### src/hdl/nkil_pkg.sv
// ----------------------------------------------------------------------------
// nkil_pkg
// Types, widths and codes shared by the nearest-K insertion list.
// ----------------------------------------------------------------------------
package nkil_pkg;

  localparam int unsigned LIST_CAPACITY_DEF = 128;

  localparam int unsigned KEEP_COUNT_W  = 8;
  localparam int unsigned RANGE_LIMIT_W = 13;
  localparam int unsigned DIST_W        = 19;
  localparam int unsigned TAG_W         = 16;
  localparam int unsigned RIDX_W        = 7;
  localparam int unsigned POS_W         = 7;
  localparam int unsigned KEPT_W        = 8;
  localparam int unsigned TOTAL_W       = 16;
  localparam int unsigned CFG_IDX_W     = 1;
  localparam int unsigned CFG_DATA_W    = 13;
  localparam int unsigned READ_GROUP    = 16;

  localparam logic [KEEP_COUNT_W-1:0]  KEEP_COUNT_RST  = 8'd20;
  localparam logic [RANGE_LIMIT_W-1:0] RANGE_LIMIT_RST = 13'd800;
  localparam logic [TOTAL_W-1:0]       TOTAL_MAX       = 16'hFFFF;

  typedef enum logic [1:0] {
    MODE_CLEAR = 2'd0,
    MODE_OFFER = 2'd1,
    MODE_READ  = 2'd2,
    MODE_IDLE  = 2'd3
  } mode_e;

  typedef enum logic [CFG_IDX_W-1:0] {
    CFG_KEEP_COUNT  = 1'b0,
    CFG_RANGE_LIMIT = 1'b1
  } cfg_idx_e;

  typedef enum logic [1:0] {
    ST_IDLE = 2'd0,
    ST_EXEC = 2'd1,
    ST_DONE = 2'd2
  } state_e;

  typedef struct packed {
    mode_e                mode;
    logic [DIST_W-1:0]    distance;
    logic [TAG_W-1:0]     tag;
    logic [RIDX_W-1:0]    read_index;
  } in_item_t;

  typedef struct packed {
    logic                 accepted;
    logic [POS_W-1:0]     insert_position;
    logic [KEPT_W-1:0]    kept_count;
    logic [TOTAL_W-1:0]   in_range_count;
    logic                 read_valid;
    logic [DIST_W-1:0]    read_distance;
    logic [TAG_W-1:0]     read_tag;
  } out_item_t;

  // Broadcast from the control to every cell.
  typedef struct packed {
    logic                 ins;
    logic [DIST_W-1:0]    distance;
    logic [TAG_W-1:0]     tag;
  } cell_bcast_t;

  // What a cell shows its right neighbor and the read tree.
  typedef struct packed {
    logic                 le;
    logic [DIST_W-1:0]    distance;
    logic [TAG_W-1:0]     tag;
  } cell_data_t;

endpackage

### src/hdl/nkil_cell.sv
// ----------------------------------------------------------------------------
// nkil_cell
// One list slot: compares its entry with the candidate, then keeps its entry,
// takes the candidate, or takes the entry of its left neighbor.
// ----------------------------------------------------------------------------
module nkil_cell #(
  parameter int unsigned CNT_W = 8,
  parameter int unsigned IDX   = 0
) (
  input  logic                  clk_i,
  input  nkil_pkg::cell_bcast_t bcast_i,
  input  logic [CNT_W-1:0]      span_i,
  input  logic [CNT_W-1:0]      last_i,
  input  nkil_pkg::cell_data_t  left_i,
  output nkil_pkg::cell_data_t  cell_o,
  output logic                  last_hit_o,
  output logic                  take_new_o
);

  localparam logic [CNT_W-1:0] MyIdx = CNT_W'(IDX);

  logic [nkil_pkg::DIST_W-1:0] dist_q, dist_d;
  logic [nkil_pkg::TAG_W-1:0]  tag_q, tag_d;
  logic raw_le, in_span, active, le, take_new, take_left;

  always_comb begin
    raw_le    = (dist_q <= bcast_i.distance);
    in_span   = (MyIdx < span_i);
    active    = (MyIdx <= span_i);
    le        = in_span & raw_le;
    // first slot past the run of entries not farther than the candidate
    take_new  = active & ~le & left_i.le;
    take_left = active & ~le & ~left_i.le;
    dist_d    = dist_q;
    tag_d     = tag_q;
    if (bcast_i.ins) begin
      if (take_new) begin
        dist_d = bcast_i.distance;
        tag_d  = bcast_i.tag;
      end else if (take_left) begin
        dist_d = left_i.distance;
        tag_d  = left_i.tag;
      end
    end
  end

  always_ff @(posedge clk_i) begin
    dist_q <= dist_d;
    tag_q  <= tag_d;
  end

  assign cell_o.le       = le;
  assign cell_o.distance = dist_q;
  assign cell_o.tag      = tag_q;
  assign last_hit_o      = (MyIdx == last_i) & raw_le;
  assign take_new_o      = take_new;

endmodule

### config.mk
export PLATFORM = sky130hd
export DESIGN_NAME = nkil_cell
export DESIGN_NICKNAME = d
export VERILOG_FILES = /design/src/hdl/nkil_pkg.sv /design/src/hdl/nkil_cell.sv
export SDC_FILE = /design/constraint.sdc
export NUM_CORES = 1
export LEC_CHECK = 0
export BUFFER_PORTS_ARGS = -buffer_cell sky130_fd_sc_hd__buf_2
export CAP_MARGIN = 25
export CORE_UTILIZATION = 47
export CTS_CLUSTER_SIZE = 24
export DETAILED_ROUTE_END_ITERATION = 12
export HOLD_SLACK_MARGIN = 0.1
export PLACE_DENSITY = 0.82
export SLEW_MARGIN = 40
export SYNTH_ARGS = -nofsm -noshare
export SYNTH_HDL_FRONTEND = slang
export SYNTH_SLANG_ARGS = --single-unit
export TNS_END_PERCENT = 5
### constraint.sdc
create_clock -name clk_i -period 4.5 [get_ports clk_i]
set_input_delay 0.9 -clock clk_i [delete_from_list [all_inputs] [get_ports clk_i]]
set_output_delay 0.9 -clock clk_i [all_outputs]
set_load 0.02 [all_outputs]
==> impl_results.md, run 1 <==
* Worst Clk Skew at 0.004087 ns
* Number of flops mapped to enable cells by yosys at 35
* Final WL at 6490 um
* TritonRoute pass-1 iters at 4
* Worst slew pin tran at 0.7616 ns
* Most common cell on crit path: buf_2
* Port bufs at 126
* Unrepaired setup endpoints after global routing: false
* Final TNS setup at 0 ns
* Post-route cell area at 3376 sq um
* Routed WL per cell at 14.92 um
* Area of the mapped netlist at 2577 sq um
* PwrDens at 283.7 nW/um^2
* TritonCTS clock tree: built
* DP HPWL at 4967 um
* Placed Area at 3268 sq um
* Worst-path clk slew at 0.08 ns
* Num rows at 26
* Post-CTS Setup Repair Bufs at 0
* Largest cells by area after synthesis: edfxtp_1, ha_1, a2bb2oi_1
* CP arrival at 2.93 ns
* Antenna violations before repair at 0
* CP max stage delay at 0.38 ns
* Num CTS Buffers at 5
* Worst Path Required at 3.60 ns
* Tcrit/Tclk final at 85.20%
* Via count of the first global-routing pass at 2,349
* Power, Total at 957.6 uW
* Slowest stage cell on the critical path: nand3_4
* Filler cells at 432
* CP max FO at 37
* Critical path type: primary input to primary output
* Max Cap Viol at 0
* Synth Area in XOR/XNOR at 0%
* Cell taking the most area after synthesis: edfxtp_1
* Root buffer cell: clkbuf_8
* Adder and majority gate portion of the synthesized area at 9.223%
* Via density at 5.457
* Area occupied by multi-input gates at 1306 sq um
* CP Launch Type: primary input
* Worst setup EP type: primary output
* Max_slew headroom at 49.10%
* FF+latch count, synth at 35
* Gpl congestion at 0.7373
* # IOs at 127
* Initial DRC count at 122
* H-Tree Depth at 2
* First-pass GRT wire length at 10,780 um
* Sequential fraction of the synthesis area at 40.78%
* Placed Instances at 427
* Reg area at 1051 sq um
* Crit-path cells: buf_2 > inv_1 > ha_1 > nand4_1 > nor3_1 > a21oi_1 > nand3_4 > nor2b_1 > o211a_1 > buf_2
* Post-CTS Resized at 0
* Clock Sink Count at 35
* Mux cell area share after synthesis at 9.175%
* Worst hold path type: primary input to flip-flop
* Cells after Synth at 242
* Fin cells at 435
* Outcome: finished clean
* Yosys Warn Count at 0
* Minimum clock period at 3.834 ns
* Share of cells above drive strength 1 at 44.66%
* Ys flop type: edfxtp_1
* Synth Net Count at 350
* Die Width at 76.06 um
* Synth unique cells at 33
* Largest net degree at the start of global routing at 38
* Vias at 2,374
* Count of final setup violators at 0
* Post-synthesis compound-gate area fraction at 15.58%
* Simple-Gate Fraction of Synth Area at 16.41%
* GRT overflow at 0
* Routed Antenna Nets at 0
* Layout Utilization at 64.86%
* Gr usage total at 23.07%
* Syn Area/Cell at 10.65 sq um
* Final hold vios at 0
* Area Overhead vs Synth at 30.97%
* Async SR Flop Fraction at 0%
* Nets at 472
* Pleak at 0.001667 uW
* Largest family of logic cells by synthesized area: simple AND/OR/NAND/NOR gates
* Clock tree buffer depth at 2
* Fmax at 260.8 MHz
* Vert. Die Dim at 76.06 um
* DRC at 0
* Max Slew Vio Count at 0
* Die footprint at 5784 sq um
* Yosys top cell area share at 40.78%
* Diodes inserted at 0
* Clock Latency Late Sink at 0.28 ns
* Core ar. at 5205 sq um
* Initial Util at 49.52%
* CTS Hold Bufs at 0
* Worst IR Drop VDD at 0.0001680 V
## area by class of cell
class / instances / share of cell area (%)
Inverter: 38 / 4.225
Clock buffer: 5 / 2.039
Multi-Input combinational cell: 153 / 38.70
Clock inverter: 3 / 1.149
Tap cell: 70 / 2.595
Sequential cell: 35 / 31.13
Timing Repair Buffer: 131 / 20.16
## worst paths after layout
check / slack (ns) / depth (start not counted) / start / to
min: 0.91 / 2 / left_i[24] / dist_q[8]
max: 0.67 / 10 / bcast_i[26] / last_hit_o
min reg2reg: 1.24 / 5 / dist_q[2] / dist_q[0]
max reg2reg: 1.58 / 8 / dist_q[10] / dist_q[4]
## per-stage QoR
| step | hold slack (ns) | worst slack (ns) |
|---|---|---|
| 3_3_place_gp | 1.199 | 0.7331 |
| 5_1_grt | 0.9011 | 0.5645 |
| 2_1_floorplan | 1.117 | 0.2949 |
| 6_report | 0.9103 | 0.6659 |
| 4_1_cts | 0.9047 | 0.6793 |
| 3_5_place_dp | 1.201 | 0.6747 |
## metal layers
layer / global-route usage, % / share of wire (%) / vias to the layer above
li1: - / - / 1153
met1: 27.98 / 42 / 1124
met2: 41.00 / 51 / 91
met3: 5.030 / 5.8 / 6
met5: 0 / 0 / -
met4: 6.731 / 1.2 / 0
## power breakdown
group / total (uW) / switching, uW / leakage [uW] / internal, uW
combinational: 273 / 147 / 0.00129 / 125
sequential: 404 / 9.21 / 0.000325 / 395
clock: 281 / 119 / 0.0000556 / 162
total: 958 / 275 / 0.00167 / 683
## Yosys cell counts (5+ instances only)
master	n
inv_1	38
edfxtp_1	35
ha_1	19
a2bb2oi_1	17
nand3_1	17
nand4b_1	17
o211ai_1	17
mux2_2	9
mux2_4	9
a21oi_1	8
nand2_1	8
buf_2	5
clkbuf_1	5
## kinds of logic after synthesis
family | after synthesis
compound gates | 53
fa+ha+maj | 19
buf+inv | 54
flops | 35
mux | 18
simple gates | 63
## registers in the layout, indices dropped and copies added, names as in the netlist
register	cells
tag_q	16
dist_q	19
## placed cells by master, fill, tap and decap left out, types with 3 or more instances in the layout
cell type / netlist / final
buf_2: 5 / 126
inv_1: 38 / 38
edfxtp_1: 35 / 35
ha_1: 19 / 19
nand4b_1: 17 / 17
nand3_1: 17 / 17
a2bb2oi_1: 17 / 17
o211ai_1: 17 / 17
mux2_4: 9 / 9
mux2_2: 9 / 9
a21oi_1: 8 / 8
nand2_1: 8 / 8
clkbuf_8: 0 / 5
o21ai_0: 4 / 4
nor4_1: 4 / 4
buf_4: 1 / 4
nor2b_1: 3 / 3
nand4_1: 3 / 3
nor2_1: 4 / 3
## worst max-delay path, delay by kind of cell
| kind | cells | cell delay (ns) |
|---|---|---|
| adders and majority gates | 1 | 0.31 |
| and+or+nand+nor | 4 | 1.02 |
| buffers and inverters | 3 | 0.28 |
| AOI/OAI and AO/OA | 2 | 0.42 |
Power figures use the tool's default switching activity.
==> run 2, diff against run 1 <==
- CELL_PAD_IN_SITES_DETAIL_PLACEMENT: default -> 0
- CELL_PAD_IN_SITES_GLOBAL_PLACEMENT: default -> 1
- CORE_UTILIZATION: 47 -> 34
- PLACE_DENSITY: 0.82 -> default
- PLACE_DENSITY_LB_ADDON: default -> 0.1
- TNS_END_PERCENT: 5 -> default
==> impl_results.md, run 2 (synthesized netlist as in run 1, its figures left out) <==
* Reg2reg path depth at 7
* Antenna violations before repair at 0
* Port bufs at 126
* Post-CTS Resized at 0
* Minimum clock period at 3.528 ns
* Largest net degree at the start of global routing at 35
* Gpl congestion at 0.6706
* Share of cells above drive strength 1 at 44.81%
* Area Overhead vs Synth at 31.41%
* First-pass GRT wire length at 10,430 um
* Nets at 475
* Final WL at 6817 um
* Largest registers: dist_q (19), tag_q (16)
* DRC at 0
* Pleak at 0.001659 uW
* Worst Path Required at 3.60 ns
* Crit path capture: last_hit_o
* Sequential Power Share at 45.4%
* Diodes inserted at 0
* Vias at 2,308
* CP arrival at 2.63 ns
* Via count of the first global-routing pass at 2,193
* Count of final setup violators at 0
* Vert. Die Dim at 89.07 um
* Most frequent cells in the layout: buf_2, inv_1, edfxtp_1
* Critical path type: primary input to primary output
* Die footprint at 7933 sq um
* Tcrit/Tclk final at 78.40%
* Num rows at 31
* Clock Sink Count at 35
* Final hold vios at 0
* Comb pwr share at 30.6%
* Worst setup EP type: primary output
* Gr usage total at 17.34%
* CP max stage delay at 0.44 ns
* Worst hold path type: primary input to flip-flop
* Slowest stage cell on the critical path: and2_1
* Sw frac at 29.93%
* Initial DRC count at 40
* Max reg flops at 19
* Fmax at 283.4 MHz
* Num CTS Buffers at 5
* Post-CTS Setup Repair Bufs at 0
* TritonCTS clock tree: built
* Core ar. at 7292 sq um
* Worst Clk Skew at 0.006098 ns
* Clock share of power at 24.0%
* CP Launch Type: primary input
* Max Slew Vio Count at 0
* Internal at 624.1 uW
* GRT overflow at 0
* Outcome: finished clean
* FF-to-FF End: tag_q[4]
* Initial Util at 35.35%
* Worst IR Drop VDD at 0.0001108 V
* Hold_ws at 0.9160 ns
* Fin cells at 465
* Worst slew pin tran at 0.6884 ns
* P_sw at 266.6 uW
* Crit-path cells: buf_2 > inv_1 > ha_1 > nand4_2 > nor4_4 > and2_1 > o211a_1 > buf_2
* Placed Instances at 459
* CP Launch Point: bcast_i[32]
* Most common cell on crit path: buf_2
* Via density at 4.963
* Unrepaired setup endpoints after global routing: false
* CP max FO at 12
* Final TNS setup at 0 ns
* Layout Utilization at 46.45%
* Worst-path clk slew at 0.07 ns
* H-Tree Depth at 2
* Biggest register: dist_q
* Root buffer cell: clkbuf_8
* DP HPWL at 5028 um
* Max_slew headroom at 54.00%
* TritonRoute pass-1 iters at 4
* Reg2Reg Launch Point: dist_q[17]
* R2R setup slack at 1.73 ns
* CTS Hold Bufs at 0
* Max Cap Viol at 0
* Commonest non-fill, non-tap cell in the layout: buf_2
* PwrDens at 263.0 nW/um^2
* Clock tree buffer depth at 2
* Clock Latency Late Sink at 0.28 ns
* Routed WL per cell at 14.66 um
* Routed Antenna Nets at 0
* Die Width at 89.07 um
* # IOs at 127
-- run 2: worst min path at each step --
stage                    start         end  cells after the start
floorplan           left_i[16]   dist_q[0]                      2
global placement    left_i[20]   dist_q[4]                      2
detailed placement  left_i[27]  dist_q[11]                      2
CTS                 left_i[29]  dist_q[13]                      2
global route        left_i[27]  dist_q[11]                      2
finish              left_i[29]  dist_q[13]                      2
-- run 2: worst max-delay path: cells and delay by family --
kind / cells / cell delay, ns
buffers and inverters: 3 / 0.28
adders and majority gates: 1 / 0.31
and+or+nand+nor: 3 / 0.95
AOI/OAI and AO/OA: 1 / 0.19
-- run 2: area by class of cell --
class | count | area [sq um]
inverter | 38 | 142.6
sequential | 35 | 1051
fill | 732 | 3905
clock buffer | 6 | 72.57
timing repair buffer | 134 | 690.7
multi-input combinational | 153 | 1306
tap | 99 | 123.9
-- run 2: power groups by stage --
stage / Clock [uW] / Sequential [uW] / Combinational [uW]
finish: 214 / 404 / 273
global route: 233 / 407 / 304
CTS: 222 / 405 / 277
detailed placement: 0 / 412 / 276
global placement: 0 / 411 / 273
floorplan: 0 / 442 / 148
-- run 2: routing by layer --
layer	wire length [um]	global-route usage, %	share of wire [%]	up-vias
met4	71	4.906	1.0	0
met1	3023	20.87	44	1068
met5	0	0	0	-
met2	3298	30.56	48	72
met3	423	4.617	6.2	6
li1	-	-	-	1162
-- run 2: per-stage QoR --
step / power, uW / setup WS, ns / area [sq um]
finish: 890.7 / 0.9720 / 3387
detailed placement: 687.9 / 0.9591 / 3314
global placement: 683.5 / 0.9836 / 3314
floorplan: 590.0 / 0.2949 / 2577
global route: 944.0 / 0.8423 / 3387
CTS: 903.6 / 0.9453 / 3387
